File: src/hdl/rsfe_pkg.sv
// shared constants, codes and types of the serial frame extractor
package rsfe_pkg;

   // buffer sizes
   localparam int WINDOW_DEPTH   = 1024;
   localparam int TRANSMIT_DEPTH = 1024;

   // derived widths: address, fill count, compare and sum widths
   localparam int WIN_AW = $clog2(WINDOW_DEPTH);
   localparam int WIN_FW = $clog2(WINDOW_DEPTH + 1);
   localparam int WIN_SW = WIN_AW + 1;
   localparam int TX_AW  = $clog2(TRANSMIT_DEPTH);
   localparam int TX_FW  = $clog2(TRANSMIT_DEPTH + 1);

   // fixed field widths
   localparam int CMD_W  = 2;
   localparam int BYTE_W = 8;
   localparam int IDX_W  = 10;
   localparam int EV_W   = 2;
   localparam int LEN_W  = 11;
   localparam int OFF_W  = 10;
   localparam int CNT_W  = 32;

   localparam int WIN_CW = (WIN_FW > IDX_W) ? WIN_FW : IDX_W;
   localparam int TX_CW  = (TX_FW > IDX_W) ? TX_FW : IDX_W;
   localparam int ENV_CW = (WIN_FW > BYTE_W) ? WIN_FW : BYTE_W;

   // envelope: head, tail, six bytes, tail
   localparam int ENV_SPAN = 9;
   localparam int TAIL_N   = ENV_SPAN - 1;

   // result queue
   localparam int QUEUE_DEPTH = 4;
   localparam int Q_AW        = $clog2(QUEUE_DEPTH);
   localparam int Q_CW        = $clog2(QUEUE_DEPTH + 2);

   // command codes
   localparam logic [CMD_W-1:0] CMD_BYTE     = 2'd0;
   localparam logic [CMD_W-1:0] CMD_READ_WIN = 2'd1;
   localparam logic [CMD_W-1:0] CMD_READ_TX  = 2'd2;

   // event codes
   localparam logic [EV_W-1:0] EV_NONE  = 2'd0;
   localparam logic [EV_W-1:0] EV_RX    = 2'd1;
   localparam logic [EV_W-1:0] EV_TX    = 2'd2;
   localparam logic [EV_W-1:0] EV_READ  = 2'd3;

   // read data source codes
   localparam logic [1:0] RD_NONE = 2'd0;
   localparam logic [1:0] RD_WIN  = 2'd1;
   localparam logic [1:0] RD_TX   = 2'd2;

   // byte values
   localparam logic [BYTE_W-1:0] ENV_HEAD   = 8'haa;
   localparam logic [BYTE_W-1:0] ENV_TAIL   = 8'h55;
   localparam logic [BYTE_W-1:0] ESC_CHAR   = 8'h21;
   localparam logic [BYTE_W-1:0] ESC_LIT    = 8'h2e;
   localparam logic [BYTE_W-1:0] ESC_CLR_LO = 8'h63;
   localparam logic [BYTE_W-1:0] ESC_CLR_HI = 8'h43;

   // one result beat
   typedef struct packed {
      logic [EV_W-1:0]   event_res;
      logic [LEN_W-1:0]  packet_length;
      logic [OFF_W-1:0]  packet_offset;
      logic [BYTE_W-1:0] read_data;
      logic [CNT_W-1:0]  rx_packets;
      logic [CNT_W-1:0]  tx_packets;
   } rsp_item_type;

   // front to queue hand-off
   typedef struct packed {
      logic         valid;
      rsp_item_type item;
   } push_type;

endpackage

File: src/hdl/rsfe_queue.sv
// back end: short result queue that drives the response channel
module rsfe_queue (
   input  logic                   clock,
   input  logic                   reset,
   input  rsfe_pkg::push_type     push,
   input  logic                   rsp_stall,
   output logic                   rsp_valid,
   output rsfe_pkg::rsp_item_type rsp_item,
   output logic                   near_full
);

   rsfe_pkg::rsp_item_type entry_ff [rsfe_pkg::QUEUE_DEPTH];

   logic [rsfe_pkg::Q_AW-1:0] wr_ptr_ff, wr_ptr_in;
   logic [rsfe_pkg::Q_AW-1:0] rd_ptr_ff, rd_ptr_in;
   logic [rsfe_pkg::Q_CW-1:0] count_ff, count_in;
   logic                      pop;

   // pointer and occupancy update
   always_comb begin
      pop       = (count_ff != '0) && !rsp_stall;
      wr_ptr_in = wr_ptr_ff + rsfe_pkg::Q_AW'(push.valid);
      rd_ptr_in = rd_ptr_ff + rsfe_pkg::Q_AW'(pop);
      count_in  = count_ff + rsfe_pkg::Q_CW'(push.valid) - rsfe_pkg::Q_CW'(pop);
   end

   // hold off the front while the queue cannot take the beat in flight
   assign near_full = (count_ff + rsfe_pkg::Q_CW'(push.valid))
                    >= rsfe_pkg::Q_CW'(rsfe_pkg::QUEUE_DEPTH);

   assign rsp_valid = (count_ff != '0);
   assign rsp_item  = entry_ff[rd_ptr_ff];

   always_ff @(posedge clock) begin
      if (reset) begin
         wr_ptr_ff <= '0;
         rd_ptr_ff <= '0;
         count_ff  <= '0;
      end else begin
         wr_ptr_ff <= wr_ptr_in;
         rd_ptr_ff <= rd_ptr_in;
         count_ff  <= count_in;
      end
   end

   // queue storage
   always_ff @(posedge clock) begin
      if (push.valid) begin
         entry_ff[wr_ptr_ff] <= push.item;
      end
   end

endmodule

File: config.mk
export PLATFORM = sky130hd
export DESIGN_NAME = rsfe_queue
export DESIGN_NICKNAME = d
export VERILOG_FILES = /design/src/hdl/rsfe_pkg.sv /design/src/hdl/rsfe_queue.sv
export SDC_FILE = /design/constraint.sdc
export NUM_CORES = 1
export LEC_CHECK = 0
export BUFFER_PORTS_ARGS = -buffer_cell sky130_fd_sc_hd__buf_2
export CAP_MARGIN = 20
export CORE_ASPECT_RATIO = 0.7
export CORE_MARGIN = 3
export CORE_UTILIZATION = 45
export CTS_CLUSTER_DIAMETER = 60
export DETAILED_ROUTE_END_ITERATION = 12
export PLACE_DENSITY = 0.65
export SLEW_MARGIN = 20
export SYNTH_ARGS = -nofsm -noshare
export SYNTH_HDL_FRONTEND = slang
export SYNTH_SLANG_ARGS = --single-unit
File: constraint.sdc
create_clock -name clock -period 20.3 [get_ports clock]
set_input_delay 1.015 -clock clock [delete_from_list [all_inputs] [get_ports clock]]
set_output_delay 1.015 -clock clock [all_outputs]
set_load 0.02 [all_outputs]
**Yosys cells after proc, flatten, opt, wreduce, memory -nomap -nowiden**

Memories as Yosys holds them, arrays and structs flattened. A register that Yosys moved wholly into a read port is not among the register bits.
Cells that the tools add are included.
Widths: inputs -> output; s select.

- Bits in registers: 7
- Latch bits: 0
- Bits in writable memories: 380
- Bits in read-only memories: 0
- Bits of input ports: 99
- Output and inout port bits: 97
- Memories kept: 1

- Add/subtract/negate cells: 4
- $mul: 0
- Div/mod/pow operators: 0
- Order comparisons: 1
- Equality and inequality tests: 0
- Shift operators: 0
- Multiplexer cells: 3
- Bitwise operators: 0
- Reductions and logical operators: 3

Memories:

| memory | depth | width | read ports | clocked after memory_dff | wr ports | line | source |
|---|---|---|---|---|---|---|---|
| entry_ff | 4 | 95 | 1 | 1 | 1 | rsfe_queue.sv:12 | `rsfe_pkg::rsp_item_type entry_ff [rsfe_pkg::QUEUE_DEPTH];` |

Operators by type and width:

| kind | number |
|---|---|
| $add 2x1->2 | 2 |
| $add 3x1->3 | 1 |
| $ge 3x3->1 const B | 1 |
| $reduce_bool 3->1 | 1 |
| $sub 3x1->3 | 1 |
| $mux 1 | 2 |
| $mux 2 | 1 |
| $logic_and 1x1->1 | 1 |
| $logic_not 1->1 | 1 |

**Logic depth before layout (Yosys ltp)**

- Depth in word-level cells: 4
- Mapped depth: 6
- Mapped depth without buffers: 6

**Least setup slack after synthesis**

Ideal clock, no wire load.

- Path kind: input -> register
- Start point: input push[95] (netlist name)
- End point: memory entry_ff[0][0] (netlist name) (enable)
- Data arrival time: 7.837 ns
- Required time: 19.616 ns
- Setup slack: 11.779 ns
- Cell stages on the path: 1
- Cell sequence: nor3b_1

- Longest elaborated chain between the ends: 2

Ends and longest elaborated chain:

| what | line | source |
|---|---|---|
| start: declaration | rsfe_queue.sv:5 | `input rsfe_pkg::push_type push,` |
| $mux 1 | rsfe_queue.sv:48 | `if (push.valid) begin` |
| $mux 1 (not written as such) | rsfe_queue.sv:49 | `entry_ff[wr_ptr_ff] <= push.item;` |
| end: declaration | rsfe_queue.sv:12 |  |

Every way passes these cells.

==> flow_summary.rst <==
.. list-table::
   :header-rows: 1

   * - Metric
     - Value
   * - Number of max-cap violations
     - 0
   * - Top post-synthesis cells by area
     - edfxtp_1, mux4_2, dfxtp_1
   * - Number of placed I/O pins
     - 196
   * - Detailed-route wire length
     - 26.2 mm
   * - Largest net degree at the start of global routing
     - 58
   * - Slowest cell on the critical path
     - buf_4
   * - Drt first-iter violations
     - 387
   * - Result of the run
     - finished, final reports clean
   * - Area share of the largest cell type after synthesis
     - 0.810
   * - Total negative slack for setup checks
     - 0 ns
   * - Maximum fanout count along the critical path
     - 57
   * - Clock period minus final worst setup slack
     - 3.78 ns
   * - Overall via count from detail_route
     - 6272
   * - Clock buffers created by TritonCTS
     - 37
   * - Average instance area after synthesis
     - 26.5 sq um
   * - Crit path buf inv count
     - 2
   * - Width of the die
     - 218 microns
   * - Fill count
     - 2277
   * - Count of distinct cell types in the synthesized netlist
     - 20
   * - Number of levels the H-tree was split into
     - 2
   * - Number of antenna violations at the first check in global routing
     - 2
   * - Register bit total from synthesis
     - 387
   * - Wire length of the first global-routing pass
     - 39.8 mm
   * - Final net count
     - 858
   * - CTS clk-pin slew, worst paths
     - 0.06 ns
   * - Initial core utilization
     - 0.463
   * - DIE AREA
     - 0.0335 sq mm
   * - GPL Wtd Cong
     - 0.708
   * - Type of destination of the critical path
     - output pin
   * - Slowest cell delay on critical path
     - 0.81 ns
   * - Worst slew margin relative to its limit
     - 0.404
   * - Number of nets with antenna violations after detailed routing
     - 0
   * - Max Transition Viols Final
     - 0
   * - Drt wl/cell
     - 22.0 microns
   * - Slew at the pin closest to its max-slew limit
     - 0.894 ns
   * - Input/output buffers
     - 195
   * - Post-CTS sizing
     - 0
   * - Layout cell share with drive strength beyond 1
     - 0.461
   * - Total setup violations reported at the end of the flow
     - 0
   * - Hold Path Class
     - reg -> reg
   * - Standard cell core area
     - 0.0304 sq mm
   * - Final count of hold timing violations
     - 0
   * - Max Fclk
     - 0.264 GHz
   * - Detailed-router iteration count before antenna repair
     - 4
   * - Final Cycle Share
     - 0.186
   * - Yosys synthesis warning count
     - 0
   * - Worst slack on hold paths
     - 0.605 ns
   * - Total setup buffers inserted after CTS
     - 0
   * - Clock sink count
     - 387
   * - Row cnt
     - 53
   * - Cells after synthesis
     - 531
   * - Critical path class
     - reg -> out
   * - Power per cell area
     - 124 mW/mm^2
   * - Clock tree root driver cell
     - clkbuf_16
   * - Die Span Y
     - 154 microns
   * - Number of diodes added for antenna fixing
     - 0
   * - CTS tree
     - done
   * - Via density per instance
     - 5.27
   * - Layout area overhead
     - 18.6%
   * - Endpoint required time on the critical path
     - 19.29 ns
   * - Synthesized area
     - 0.0141 sq mm
   * - Critical-path cell list
     - buf_4 -> mux4_2 -> buf_2
   * - Grt total ovfl
     - 0
   * - Total nets after synthesis
     - 636
   * - Sequential cell area fraction in the yosys report
     - 0.820
   * - Final clock skew
     - 0.0202 ns
   * - Cts hold-fix bufs
     - 0
   * - Synth area leader
     - edfxtp_1
   * - Total leakage power
     - 5.58 nW
   * - Worst Path Arrival
     - 2.77 ns
   * - Gate family responsible for the most delay along the worst path
     - buffers and inverters
   * - Remaining routing DRC violations
     - 0
   * - Global Route Usage Sum
     - 0.158
   * - Via count of the first global-routing pass
     - 6813
   * - Max Buffers Root-to-Sink
     - 3
   * - Post-detailed-placement half-perimeter wirelength
     - 15.6 mm
   * - Worst vdd ir
     - 87.7 uV
   * - Critical Path Source Type
     - flip-flop
   * - Insertion delay of the later-clocked pin in the worst-skew pair
     - 0.52 ns
   * - RSZ-0062 raised after global routing
     - no
-- final timing paths --
kind	startpoint	end	slack, ns	depth (start not counted)
worst min register to register	wr_ptr_ff[1]$_SDFF_PP0_	wr_ptr_ff[1]$_SDFF_PP0_	0.61	2
worst min-delay path	wr_ptr_ff[1]$_SDFF_PP0_	wr_ptr_ff[1]$_SDFF_PP0_	0.61	2
worst max register to register	wr_ptr_ff[0]$_SDFF_PP0_	entry_ff[1][13]$_DFFE_PP_	17.88	2
worst max-delay path	rd_ptr_ff[1]$_SDFF_PP0_	rsp_item[9]	16.52	3
-- layer usage --
metal | track usage | share of wire | vias to the layer above
met3 | 0.0488 | 0.087 | 43
met4 | 0.0462 | 0.018 | 4
met1 | 0.210 | 0.41 | 3282
li1 | - | - | 2739
met5 | 0 | 0.00084 | -
met2 | 0.254 | 0.48 | 204
-- power breakdown --
| group | switching (W) | internal [W] |
|---|---|---|
| clock | 0.000272 | 0.000399 |
| sequential | 0.0000262 | 0.000921 |
| combinational | 0.000249 | 0.000200 |
-- Yosys cell counts (all sizes together) --
| master | number |
|---|---|
| and3 | 1 |
| mux2 | 1 |
| dfxtp | 7 |
| nand2 | 1 |
| clkbuf | 4 |
| nor2b | 4 |
| edfxtp | 380 |
| ha | 6 |
| and3b | 1 |
| xnor2 | 2 |
| nor3b | 1 |
| mux4 | 95 |
| inv | 2 |
| or3 | 1 |
| buf | 18 |
| nor2 | 6 |
| xor2 | 1 |
-- through the flow --
step / cell area, sq um / setup WS [ns] / total power [W] / util / std cells
2_1_floorplan: 14100 / 11.78 / 0.00130 / - / 531
3_3_place_gp: 15500 / 16.38 / 0.00141 / 0.508 / 1124
3_5_place_dp: 15500 / 16.35 / 0.00141 / 0.508 / 1124
4_1_cts: 16700 / 15.77 / 0.00209 / 0.547 / 1189
5_1_grt: 16700 / 16.33 / 0.00216 / 0.549 / 1191
6_report: 16700 / 16.52 / 0.00207 / 0.549 / 1191
-- sequential cells by signal (all words and copies together), names as in the netlist --
signal	cells
count_ff	3
rd_ptr_ff	2
entry_ff	380
wr_ptr_ff	2
-- cell type report --
cell class,count,area (sq um),area share
Clock inverter,22,203,0.0121
Tap cell,412,515,0.0308
Inverter,2,7.51,0.000449
Timing Repair Buffer,205,1080,0.0648
Clock buffer,43,991,0.0593
Sequential cell,387,11600,0.692
Multi-Input combinational cell,120,2350,0.141
-- tightest hold or removal path, stage by stage (launching register included) --
cell and delay, ns:
dfxtp_1 0.36, xnor2_1 0.15, nor2_1 0.07
-- cell usage in the layout (no fill, tap or decap) --
cell type,count
clkinv_2,8
inv_1,2
nor2_4,1
nor3b_2,1
and3b_4,1
or3_1,1
nor2b_1,4
and3_4,1
mux2_2,1
buf_12,1
clkbuf_16,39
nand2_1,1
mux4_2,95
nor2_1,5
buf_4,8
bufinv_16,4
xnor2_1,2
buf_2,195
clkbuf_1,4
ha_1,6
dfxtp_1,5
buf_16,1
edfxtp_1,380
xor2_1,1
inv_6,1
clkinv_1,9
dfxtp_4,2
-- cell families after synthesis --
group	synth area share
multiplexers	0.153
adder cells (fa/ha/maj)	0.00533
flip-flops	0.820
AND/OR/NAND/NOR	0.00568
buffers and inverters	0.0150
XOR/XNOR	0.00186
(Power assumes the default switching activity.)
